--- src/rtl/mfbd_pkg.sv ---
package mfbd_pkg;

    // Command codes carried on the command field.
    localparam logic [2:0] CMD_PLOT       = 3'd0;
    localparam logic [2:0] CMD_READ_PIXEL = 3'd1;
    localparam logic [2:0] CMD_FILL       = 3'd2;
    localparam logic [2:0] CMD_RECT       = 3'd3;
    localparam logic [2:0] CMD_READ_BYTE  = 3'd4;

    localparam logic [7:0] BYTE_ONES  = 8'hFF;
    localparam logic [7:0] BYTE_ZEROS = 8'h00;

    typedef enum logic [2:0] {
        ST_CLEAR,
        ST_IDLE,
        ST_FILL,
        ST_RD,
        ST_WR,
        ST_CAPT,
        ST_DONE
    } mfbd_state_t;

    // Which pixel the sequencer is presenting to the pixel unit.
    typedef enum logic [1:0] {
        PH_POINT,
        PH_HORIZ,
        PH_VERT
    } mfbd_phase_t;

    // Pixel unit result: on-panel flag and the bit row inside the byte.
    typedef struct packed {
        logic       hit;
        logic [2:0] bit_sel;
    } pix_info_t;

endpackage

--- src/rtl/mfbd_frame_mem.sv ---
module mfbd_frame_mem #(
    parameter int DEPTH = 384,
    parameter int AW    = 9
) (
    input  logic          clk,
    input  logic          we,
    input  logic [AW-1:0] addr,
    input  logic [7:0]    wdata,
    output logic [7:0]    rdata
);

    logic [7:0] mem [DEPTH];
    logic [7:0] rdata_reg;

    // Single port: a cycle either writes or reads, and read data is registered.
    always_ff @(posedge clk)
    begin
        if (we)
        begin
            mem[addr] <= wdata;
        end
        else
        begin
            rdata_reg <= mem[addr];
        end
    end

    assign rdata = rdata_reg;

endmodule

--- src/rtl/mfbd_pixel_unit.sv ---
module mfbd_pixel_unit
    import mfbd_pkg::*;
#(
    parameter int PANEL_WIDTH  = 64,
    parameter int PANEL_HEIGHT = 48,
    parameter int PAGE_COUNT   = 6,
    parameter int AW           = 9
) (
    input  logic signed [7:0] x,
    input  logic signed [7:0] y,
    output pix_info_t         info,
    output logic [AW-1:0]     addr
);

    localparam int CW = AW + 4;

    logic       x_ok;
    logic       y_ok;
    logic       page_ok;
    logic [3:0] page;
    logic [CW-1:0] addr_full;

    assign page    = y[6:3];
    assign x_ok    = !x[7] && ({1'b0, x} < 9'(PANEL_WIDTH));
    assign y_ok    = !y[7] && ({1'b0, y} < 9'(PANEL_HEIGHT));
    assign page_ok = {1'b0, page} < 5'(PAGE_COUNT);

    // Address is only meaningful when the pixel is on the panel.
    assign addr_full = CW'(page) * CW'(PANEL_WIDTH) + CW'(x[6:0]);
    assign addr      = addr_full[AW-1:0];

    assign info.hit     = x_ok && y_ok && page_ok;
    assign info.bit_sel = y[2:0];

endmodule

--- src/rtl/mono_page_framebuffer_draw.sv ---
// Channel   Direction  Handshake            Words
// input     in         in_valid / in_stall  command, x_first, y_first, x_second,
//                                           y_second, color, byte_index
// output    out        out_valid / out_stall pixel_value, byte_value
//
// Every command gives one output word. Plot reads a byte, then writes it back through
// the single memory port; a rectangle does so per perimeter pixel visit. Read pixel
// and read byte read, then capture. A fill writes all PANEL_WIDTH*PAGE_COUNT bytes.
// After reset a clearing pass writes zero to all PANEL_WIDTH*PAGE_COUNT bytes, one a
// cycle, with in_stall high. in_stall is low only in the idle state; a finished
// word waits in the sequencer while an earlier one is stalled at the output.
module mono_page_framebuffer_draw
    import mfbd_pkg::*;
#(
    parameter int PANEL_WIDTH  = 64,
    parameter int PANEL_HEIGHT = 48,
    parameter int PAGE_COUNT   = 6
) (
    input  logic              clk,
    input  logic              rst_n,
    input  logic              in_valid,
    output logic              in_stall,
    input  logic [2:0]        command,
    input  logic signed [7:0] x_first,
    input  logic signed [7:0] y_first,
    input  logic signed [7:0] x_second,
    input  logic signed [7:0] y_second,
    input  logic              color,
    input  logic [8:0]        byte_index,
    output logic              out_valid,
    input  logic              out_stall,
    output logic              pixel_value,
    output logic [7:0]        byte_value
);

    localparam int DEPTH = PANEL_WIDTH * PAGE_COUNT;
    localparam int AW    = $clog2(DEPTH);
    localparam int IW    = (AW > 9) ? AW : 9;

    // Control state.
    mfbd_state_t state_reg, state_next;
    mfbd_phase_t phase_reg, phase_next;
    logic        side_reg, side_next;
    logic [AW-1:0] sweep_reg, sweep_next;
    logic        out_valid_reg, out_valid_next;

    // Command operands, held while the command runs.
    logic [2:0]        cmd_reg, cmd_next;
    logic signed [7:0] xa_reg, xa_next;
    logic signed [7:0] ya_reg, ya_next;
    logic signed [7:0] xb_reg, xb_next;
    logic signed [7:0] yb_reg, yb_next;
    logic              color_reg, color_next;
    logic [IW-1:0]     idx_reg, idx_next;
    logic signed [8:0] cur_reg, cur_next;

    // Pending and delivered results.
    logic       pix_res_reg, pix_res_next;
    logic [7:0] byte_res_reg, byte_res_next;
    logic       pixel_value_reg, pixel_value_next;
    logic [7:0] byte_value_reg, byte_value_next;

    // Shared pixel unit and memory port.
    logic signed [7:0] pt_x;
    logic signed [7:0] pt_y;
    pix_info_t         pix_info;
    logic [AW-1:0]     pix_addr;
    logic              mem_we;
    logic [AW-1:0]     mem_addr;
    logic [7:0]        mem_wdata;
    logic [7:0]        mem_rdata;
    logic [7:0]        bit_mask;
    logic              idx_ok;
    logic              out_free;

    // The walker presents one pixel at a time to the pixel unit.
    always_comb
    begin
        case (phase_reg)
            PH_HORIZ:
            begin
                pt_x = cur_reg[7:0];
                pt_y = side_reg ? yb_reg : ya_reg;
            end
            PH_VERT:
            begin
                pt_x = side_reg ? xb_reg : xa_reg;
                pt_y = cur_reg[7:0];
            end
            default:
            begin
                pt_x = xa_reg;
                pt_y = ya_reg;
            end
        endcase
    end

    mfbd_pixel_unit #(
        .PANEL_WIDTH  (PANEL_WIDTH),
        .PANEL_HEIGHT (PANEL_HEIGHT),
        .PAGE_COUNT   (PAGE_COUNT),
        .AW           (AW)
    ) u_pixel (
        .x    (pt_x),
        .y    (pt_y),
        .info (pix_info),
        .addr (pix_addr)
    );

    mfbd_frame_mem #(
        .DEPTH (DEPTH),
        .AW    (AW)
    ) u_mem (
        .clk   (clk),
        .we    (mem_we),
        .addr  (mem_addr),
        .wdata (mem_wdata),
        .rdata (mem_rdata)
    );

    assign bit_mask = 8'd1 << pix_info.bit_sel;
    assign idx_ok   = idx_reg < IW'(DEPTH);
    assign out_free = !out_valid_reg || !out_stall;

    // Memory port: sweeps write whole bytes, draws read then write back, reads only read.
    always_comb
    begin
        mem_we    = 1'b0;
        mem_addr  = pix_addr;
        mem_wdata = BYTE_ZEROS;
        case (state_reg)
            ST_CLEAR:
            begin
                mem_we    = 1'b1;
                mem_addr  = sweep_reg;
                mem_wdata = BYTE_ZEROS;
            end
            ST_FILL:
            begin
                mem_we    = 1'b1;
                mem_addr  = sweep_reg;
                mem_wdata = color_reg ? BYTE_ONES : BYTE_ZEROS;
            end
            ST_RD:
            begin
                mem_addr = (cmd_reg == CMD_READ_BYTE) ? idx_reg[AW-1:0] : pix_addr;
            end
            ST_WR:
            begin
                mem_we    = pix_info.hit;
                mem_wdata = color_reg ? (mem_rdata | bit_mask) : (mem_rdata & ~bit_mask);
            end
            default:
            begin
                mem_we = 1'b0;
            end
        endcase
    end

    always_comb
    begin
        state_next       = state_reg;
        phase_next       = phase_reg;
        side_next        = side_reg;
        sweep_next       = sweep_reg;
        out_valid_next   = out_valid_reg;
        cmd_next         = cmd_reg;
        xa_next          = xa_reg;
        ya_next          = ya_reg;
        xb_next          = xb_reg;
        yb_next          = yb_reg;
        color_next       = color_reg;
        idx_next         = idx_reg;
        cur_next         = cur_reg;
        pix_res_next     = pix_res_reg;
        byte_res_next    = byte_res_reg;
        pixel_value_next = pixel_value_reg;
        byte_value_next  = byte_value_reg;
        in_stall         = 1'b1;

        if (out_valid_reg && !out_stall)
        begin
            out_valid_next = 1'b0;
        end

        case (state_reg)
            ST_CLEAR:
            begin
                sweep_next = sweep_reg + 1'b1;
                if (sweep_reg == AW'(DEPTH - 1))
                begin
                    state_next = ST_IDLE;
                end
            end
            ST_IDLE:
            begin
                in_stall = 1'b0;
                if (in_valid)
                begin
                    cmd_next      = command;
                    xa_next       = x_first;
                    ya_next       = y_first;
                    xb_next       = x_second;
                    yb_next       = y_second;
                    color_next    = color;
                    idx_next      = IW'(byte_index);
                    cur_next      = {x_first[7], x_first};
                    side_next     = 1'b0;
                    phase_next    = PH_POINT;
                    sweep_next    = '0;
                    pix_res_next  = 1'b0;
                    byte_res_next = BYTE_ZEROS;
                    case (command)
                        CMD_PLOT, CMD_READ_PIXEL, CMD_READ_BYTE:
                        begin
                            state_next = ST_RD;
                        end
                        CMD_FILL:
                        begin
                            state_next = ST_FILL;
                        end
                        CMD_RECT:
                        begin
                            phase_next = PH_HORIZ;
                            if ((x_second < x_first) || (y_second < y_first))
                            begin
                                state_next = ST_DONE;
                            end
                            else
                            begin
                                state_next = ST_RD;
                            end
                        end
                        default:
                        begin
                            state_next = ST_DONE;
                        end
                    endcase
                end
            end
            ST_FILL:
            begin
                sweep_next = sweep_reg + 1'b1;
                if (sweep_reg == AW'(DEPTH - 1))
                begin
                    state_next = ST_DONE;
                end
            end
            ST_RD:
            begin
                if ((cmd_reg == CMD_PLOT) || (cmd_reg == CMD_RECT))
                begin
                    state_next = ST_WR;
                end
                else
                begin
                    state_next = ST_CAPT;
                end
            end
            ST_WR:
            begin
                state_next = ST_RD;
                case (phase_reg)
                    PH_HORIZ:
                    begin
                        side_next = !side_reg;
                        if (side_reg)
                        begin
                            if (cur_reg == {xb_reg[7], xb_reg})
                            begin
                                // Top and bottom done; the sides cover the rows between.
                                cur_next   = {ya_reg[7], ya_reg} + 9'sd1;
                                phase_next = PH_VERT;
                                if ((ya_reg + 9'sd1) >= yb_reg)
                                begin
                                    state_next = ST_DONE;
                                end
                            end
                            else
                            begin
                                cur_next = cur_reg + 9'sd1;
                            end
                        end
                    end
                    PH_VERT:
                    begin
                        side_next = !side_reg;
                        if (side_reg)
                        begin
                            cur_next = cur_reg + 9'sd1;
                            if ((cur_reg + 9'sd1) == {yb_reg[7], yb_reg})
                            begin
                                state_next = ST_DONE;
                            end
                        end
                    end
                    default:
                    begin
                        state_next = ST_DONE;
                    end
                endcase
            end
            ST_CAPT:
            begin
                if (cmd_reg == CMD_READ_BYTE)
                begin
                    byte_res_next = idx_ok ? mem_rdata : BYTE_ZEROS;
                end
                else
                begin
                    pix_res_next = pix_info.hit && mem_rdata[pix_info.bit_sel];
                end
                state_next = ST_DONE;
            end
            ST_DONE:
            begin
                if (out_free)
                begin
                    out_valid_next   = 1'b1;
                    pixel_value_next = pix_res_reg;
                    byte_value_next  = byte_res_reg;
                    state_next       = ST_IDLE;
                end
            end
            default:
            begin
                state_next = ST_IDLE;
            end
        endcase
    end

    always_ff @(posedge clk or negedge rst_n)
    begin
        if (!rst_n)
        begin
            state_reg     <= ST_CLEAR;
            phase_reg     <= PH_POINT;
            side_reg      <= 1'b0;
            sweep_reg     <= '0;
            out_valid_reg <= 1'b0;
        end
        else
        begin
            state_reg     <= state_next;
            phase_reg     <= phase_next;
            side_reg      <= side_next;
            sweep_reg     <= sweep_next;
            out_valid_reg <= out_valid_next;
        end
    end

    always_ff @(posedge clk)
    begin
        cmd_reg         <= cmd_next;
        xa_reg          <= xa_next;
        ya_reg          <= ya_next;
        xb_reg          <= xb_next;
        yb_reg          <= yb_next;
        color_reg       <= color_next;
        idx_reg         <= idx_next;
        cur_reg         <= cur_next;
        pix_res_reg     <= pix_res_next;
        byte_res_reg    <= byte_res_next;
        pixel_value_reg <= pixel_value_next;
        byte_value_reg  <= byte_value_next;
    end

    assign out_valid   = out_valid_reg;
    assign pixel_value = pixel_value_reg;
    assign byte_value  = byte_value_reg;

    // A new output word only ever comes from the done state.
    a_out_from_done: assert property (@(posedge clk) disable iff (!rst_n)
        $rose(out_valid_reg) |-> $past(state_reg) == ST_DONE)
        else $error("output word raised outside the done state");

    // The clearing pass writes nothing but zeros.
    a_clear_zero: assert property (@(posedge clk) disable iff (!rst_n)
        (state_reg == ST_CLEAR && mem_we) |-> mem_wdata == BYTE_ZEROS)
        else $error("clearing pass wrote a nonzero byte");

    // Pixel write-back only touches pixels on the panel.
    a_wr_on_panel: assert property (@(posedge clk) disable iff (!rst_n)
        (state_reg == ST_WR && mem_we) |-> pix_info.hit)
        else $error("write-back to a pixel off the panel");

    // A waiting output word is never overwritten.
    a_out_hold: assert property (@(posedge clk) disable iff (!rst_n)
        (out_valid_reg && out_stall) |=> out_valid_reg && $stable(byte_value_reg)
            && $stable(pixel_value_reg))
        else $error("stalled output word changed");

endmodule

--- config.mk ---
export PLATFORM = sky130hd
export DESIGN_NAME = mono_page_framebuffer_draw
export DESIGN_NICKNAME = d
export VERILOG_FILES = /design/src/rtl/mfbd_pkg.sv /design/src/rtl/mfbd_frame_mem.sv /design/src/rtl/mfbd_pixel_unit.sv /design/src/rtl/mono_page_framebuffer_draw.sv
export SDC_FILE = /design/constraint.sdc
export NUM_CORES = 2
export LEC_CHECK = 0
export ABC_AREA = 1
export ABC_CLOCK_PERIOD_IN_PS = 33700
export BUFFER_PORTS_ARGS = -buffer_cell sky130_fd_sc_hd__buf_4
export CAP_MARGIN = 25
export CORE_MARGIN = 2
export CORE_UTILIZATION = 50
export CTS_CLUSTER_SIZE = 10
export DETAILED_ROUTE_END_ITERATION = 8
export MAX_ROUTING_LAYER = met4
export PLACE_DENSITY = 0.67
export SYNTH_ARGS = -nofsm -noshare
export SYNTH_HDL_FRONTEND = slang
export SYNTH_HIERARCHICAL = 1
export SYNTH_SLANG_ARGS = --single-unit
export TNS_END_PERCENT = 10
--- constraint.sdc ---
create_clock -name clk -period 33.7 [get_ports clk]
set_input_delay 3.37 -clock clk [delete_from_list [all_inputs] [get_ports clk]]
set_output_delay 3.37 -clock clk [all_outputs]
set_load 0.02 [all_outputs]
; ---- Word level (Yosys, flattened, before mapping)
; Memories as Yosys holds them, arrays and structs flattened. A register that Yosys moved wholly into a read port is not among the register bits.
; Index checks and enable logic that the tools add are counted.
[totals]
ram_bits = 3072
inputBits = 49
memories = 1
regBits = 88
[mem_list]
columns = name, words, width, read_ports, rd_ports_with_merged_regs, write_ports, line_no
row1 = u_mem.mem, 384, 8, 1, 1, 1, mfbd_frame_mem.sv:12  ; logic [7:0] mem [DEPTH];
[classes]
add_sub_neg = 6
shift = 1
n_eq_ne = 30
n_reduce_logical = 33
mux = 55
bitwise = 3
n_lt_le_gt_ge = 8
[op_table]
columns = operator, n
row1 = $pmux W9 S2, 4
row2 = $pmux W8 S2, 4
row3 = $mux W8, 7
row4 = $mux W9, 6
row5 = $mux W3, 10
row6 = $pmux W3 S7, 1
row7 = $add A8 B2 Y9 const B, 2
row8 = $add A9 B1 Y9 const B, 2
row9 = $eq A9 B9 Y1, 2
row10 = $ne A2 B2 Y1 const B, 9
row11 = $lt A8 B8 Y1, 2
row12 = $eq A3 B2 Y1 const B, 5
row13 = $eq A3 B3 Y1 const B, 5
row14 = $mux W1, 12
row15 = $reduce_and A5 Y1, 2
row16 = $add A9 B2 Y9 const B, 1
row17 = $add A9 B7 Y9, 1
row18 = $eq A9 B9 Y1 const B, 1
row19 = $ge A9 B8 Y1, 1
row20 = $logic_not A3 Y1, 3
row21 = $lt A9 B9 Y1 const B, 1
row22 = $pmux W3 S3, 1
row23 = $reduce_and A3 Y1, 3
row24 = $and A8 B8 Y8, 1
row25 = other kinds (26), 50

; ---- Logic depth before layout (Yosys ltp)
[logic_depth]
ltp_word = 9
depth_mapped = 29

; ---- Cells and area by module
; Netlist, hierarchy kept.
[by_module_without_submodules]
columns = module, n_inst, area_each_um2, cells_each, seq_area_each_um2
row1 = mfbd_frame_mem, 1, 125200.1, 11350, 92488.7
row2 = mono_page_framebuffer_draw, 1, 5629.1, 701, 2562.5
row3 = mfbd_pixel_unit, 1, 130.1, 19, 0.0

; ---- Worst setup path before layout
; No wires, ideal clock.
[synth_timing]
path_kind = reg-to-reg
from = reg phase_reg[0]
to = mem u_mem.mem[0][2] (data pin)
path_stages_with_launch = 11
period_less_slack_ps = 19719
arrival_time_ps = 16541
setup_ps = 3178
path_buffers = 1
required_time_ps = 30522
setup_slack_ps = 13981
path_cell_list = dfrtp_1 inv_1 ha_1 a21oi_1 o22ai_1 buf_4 nor2_1 nand2_1 nand2_1 nand2_1 o21ai_0
[synth_via]
elab_chain_len = 7
word_cells_on_any_way = 9
cone_classes = eq/ne: 2 / shift: 1 / mux: 3 / bitwise: 3
[synth_rtl]
columns = item, line_no
row1 = "start, declared", mono_page_framebuffer_draw.sv:42  ; mfbd_phase_t phase_reg, phase_next;
row2 = "start signal, assigned", mono_page_framebuffer_draw.sv:345  ; phase_reg <= phase_next;
row3 = $eq A2 B2 Y1 or $eq A2 B1 Y1 (tied branches), mono_page_framebuffer_draw.sv:79  ; case (phase_reg)
row4 = $pmux W8 S2 (*), mono_page_framebuffer_draw.sv:79
row5 = named net pt_y[0], mono_page_framebuffer_draw.sv:65  ; logic signed [7:0] pt_y;
row6 = $shl A1 B3 Y8 (*), mono_page_framebuffer_draw.sv:121  ; assign bit_mask = 8'd1 << pix_info.bit_sel;
row7 = $not A8 Y8, mono_page_framebuffer_draw.sv:151  ; mem_wdata = color_reg ? (mem_rdata | bit_mask) : (mem_rdata & ~bit_mask);
row8 = $and A8 B8 Y8, mono_page_framebuffer_draw.sv:151
row9 = $mux W8 (*), mono_page_framebuffer_draw.sv:151
row10 = $pmux W8 S2 (*), mono_page_framebuffer_draw.sv:131  ; case (state_reg)
row11 = named net mem_wdata[2], mono_page_framebuffer_draw.sv:70  ; logic [7:0] mem_wdata;
row12 = "end, declared", mfbd_frame_mem.sv:12
; The timed path passes the listed nets; every way through them passes the cells marked *.

; ---- Final worst setup path
[layout_timing]
from = reg phase_reg[0]
to = reg u_mem.rdata_reg[5] (netlist: u_mem/rdata[5]), read port of u_mem.mem (data pin)
[layout_via]
word_cells_on_any_way = 18
cone_classes = add/sub: 1 / order compare: 3 / eq/ne: 2 / mux: 5 / reduce/logical: 7
[layout_rtl]
columns = item, line_no
row1 = $eq A2 B2 Y1 or $eq A2 B1 Y1 (tied branches), mono_page_framebuffer_draw.sv:79
row2 = $pmux W8 S2 (*), mono_page_framebuffer_draw.sv:79
row3 = named net pt_x[0], mono_page_framebuffer_draw.sv:64  ; logic signed [7:0] pt_x;
row4 = $add A9 B7 Y9 (*), mfbd_pixel_unit.sv:29  ; assign addr_full = CW'(page) * CW'(PANEL_WIDTH) + CW'(x[6:0]);
row5 = $mux W9, mono_page_framebuffer_draw.sv:146  ; mem_addr = (cmd_reg == CMD_READ_BYTE) ? idx_reg[AW-1:0] : pix_addr;
row6 = $pmux W9 S2 (*), mono_page_framebuffer_draw.sv:131
row7 = named net mem_addr[0], mono_page_framebuffer_draw.sv:69  ; logic [AW-1:0] mem_addr;
row8 = "end, declared", mfbd_frame_mem.sv:13  ; logic [7:0] rdata_reg;
; Marked as above.
; A chain may end at the register's enable or synchronous reset.

==> results_dict.tcl <==
set metrics [dict create \
    post-route-min-period_ps 7880 \
    initial_core_util_pct 50.4 \
    root_buffer "clkbuf_16" \
    pin_count 60 \
    switchingPower_uw 6170 \
    power_frac_comb_pct 42.0 \
    coreArea_sq_um 260000 \
    fin_ws_ps 25820 \
    grt_pass1_vias 84600 \
    rows 187 \
    cp.arrival_ps 8590 \
    final_util_pct 55.4 \
    htreeDepth 5 \
    dp_slack_ps 26190 \
    finalSetupViolations 0 \
    final_antenna_net_count 0 \
    totalWireLength_um 362000 \
    numPortBuffers 59 \
    clockBufferDepth 4 \
    criticalPathCategory "reg2reg" \
    async_flop_share_pct 0.505 \
    p_leak_uw 0.0555 \
    layout.cells.non_filler 15600 \
    antenna_found_initial 13 \
    hold_buffers 0 \
    cp-end-kind "register" \
    die_area_sq_um 266000 \
    grt_pass1_wl_um 536000 \
    via_count 88300 \
    p_seq_share_pct 34.4 \
    hold_viol 0 \
    p_int_uw 8210 \
    drc 0 \
    start_kind "register" \
    yosysWarnings 6 \
    p_clk_share_pct 23.6 \
    routabilityCongestion 0.925 \
    drive_gt1_share_pct 5.39 \
    outcome "complete, no violations" \
    path_clk_slew_ps 60 \
    largest-register "u_mem/mem" \
    syn_area_sq_um 131000 \
    fmax_ghz 0.127 \
    synth-edff-count 3152 \
    syn_avg_cell_area_sq_um 10.8 \
    finalClockSkew_ps 51.0 \
    rsz0062_at_grt "no" \
    area_growth_pct 10.1 \
    synth_ff_type "edfxtp_1" \
    yosysSeqAreaShare_pct 72.6 \
    post_cts_resize_count 0 \
    largest_reg_flops 3072 \
    finalNetCount 12100 \
    min_path_type "reg2reg" \
    swShare_pct 42.9 \
    layout_common_cells "nand2_1 (6363), edfxtp_1 (3152), nor2_1 (896)" \
    ys_seq_elements 3168 \
    dp_cells 15100 \
    cts_inserted_buffers 362 \
    synthDistinctLibCells 44 \
    wire_per_inst_um 23.3 \
    clkLatencyLatePin_ps 900 \
    irDropWorstVdd_mv 0.118 \
    max_slew_margin_pct 17.9 \
    cts_tree "built" \
    die_h_um 516 \
    syn_nets 12100 \
    drtIter0Drc 11200 \
    path_max_fanout 105 \
    finalPower_uw 14400 \
    power_density_nw_per_um2 99.7 \
    first_pass_iters 6 \
    cts_sinks 3168 \
    setup_tns_ps 0 \
    slew_viol_final 0 \
    final_common_cell "nand2_1" \
    die_width_um 516 \
    overflow 0 \
    worst_pin_slew_ps 1230 \
    post_cts_buffers 0 \
    fin_crit_sh_pct 23.4 \
    critical_path_required_ps 34410 \
    grt_max_degree 235 \
    synthCells 12100 \
    track_usage_pct 27.7 \
    maxCapViolCount 0 \
    viasPerCell 5.67 \
    dp_hpwl_um 202000 \
]
metrics by stage:
| step | instance area (sq um) | hold WS, ps |
|---|---|---|
| 3_5_place_dp | 134000 | 405 |
| 2_1_floorplan | 131000 | 400 |
| 5_1_grt | 144000 | 436 |
| 6_report | 144000 | 416 |
| 4_1_cts | 144000 | 418 |
| 3_3_place_gp | 134000 | 409 |
synthesized netlist by cell type, types with 2 or more instances:
cell type,number,area share (%)
nand2_1,6377,18
edfxtp_1,3152,72
nor2_1,900,2.6
clkbuf_1,295,0.85
buf_2,257,0.98
nand3_1,209,0.80
nand4_1,184,0.88
inv_1,180,0.52
a22oi_1,131,0.75
o21ai_0,72,0.28
a21oi_1,66,0.25
buf_1,46,0.13
o22ai_1,31,0.15
ha_1,30,0.29
buf_4,18,0.10
dfrtp_1,16,0.31
inv_2,12,0.034
nor3_1,12,0.046
o21ai_1,12,0.046
xor2_1,9,0.060
nor2_2,7,0.033
o221ai_1,7,0.047
o31ai_1,6,0.034
clkbuf_8,5,0.053
buf_6,4,0.034
nand2_2,4,0.019
xnor2_1,4,0.027
nand3_2,3,0.023
nor2_4,3,0.026
a31oi_1,2,0.0096
inv_4,2,0.0096
nand3b_1,2,0.011
final cells by class:
cell class	count	area (sq um)
Fill cell	21400	116000
Sequential cell	3168	95100
Multi-Input combinational cell	8081	32600
Clock buffer	395	9360
Tap cell	3496	4370
Timing Repair Buffer	188	1670
Inverter	196	788
Clock inverter	25	255
Antenna cell	13	32.5
power by group through the flow:
stage	Combinational (uW)	Sequential (uW)	Clock [uW]
CTS	5920	4950	3420
floorplan	3710	5560	0
global route	6540	4950	3570
finish	6040	4950	3390
detailed placement	5890	5030	0
global placement	5850	5020	0
logic make-up (layout without fill, tap and decap cells):
| kind of cell | Yosys count | after routing | share of synthesized area [%] |
|---|---|---|---|
| AOI/OAI and AO/OA | 333 | 333 | 1.60 |
| buffers and inverters | 821 | 804 | 2.72 |
| adders and majority gates | 30 | 30 | 0.287 |
| xor gates and xnor gates | 13 | 13 | 0.0869 |
| other | 0 | 13 | 0 |
| and+or+nand+nor | 7705 | 7705 | 22.7 |
| DFF | 3168 | 3168 | 72.6 |
worst max-delay path, cell delays in order (launching register included):
cell and delay, ps:
dfrtp_1 370, inv_1 60, ha_1 650, a21oi_1 260
o22ai_1 280, nor2_1 120, o31ai_4 250, buf_4 520
buf_4 460, nand2_1 230, inv_8 640, buf_4 840
buf_4 730, nand2_1 100, nand4_1 170, nand2_1 70
nand2_1 110, nor2_1 90, nor2_1 670, nor2_1 80
nand3_1 120, nand3_1 450, nand2_1 220
routing by layer:
layer	global-route usage, %	up-vias	share of wire, %
li1	-	39900	-
met1	36.8	42900	39
met2	42.3	4728	46
met3	4.83	763	9.9
met4	11.5	0	4.1
met5	-	-	0
path summary, 6_finish.rpt:
check	start	to	slack, ps	cells after the start
worst max-delay path	phase_reg[0]	u_mem/rdata[5]	25820	22
worst min-delay path	byte_res_reg[1]	byte_value[1]	420	0
worst max register to register	phase_reg[0]	u_mem/rdata[5]	25820	22
worst min register to register	byte_res_reg[1]	byte_value[1]	420	0
max in group asynchronous	rst_n	sweep_reg[2]	31120	1
min in group asynchronous	rst_n	sweep_reg[5]	2340	1
Note: power is estimated with default switching activity, not from simulation.
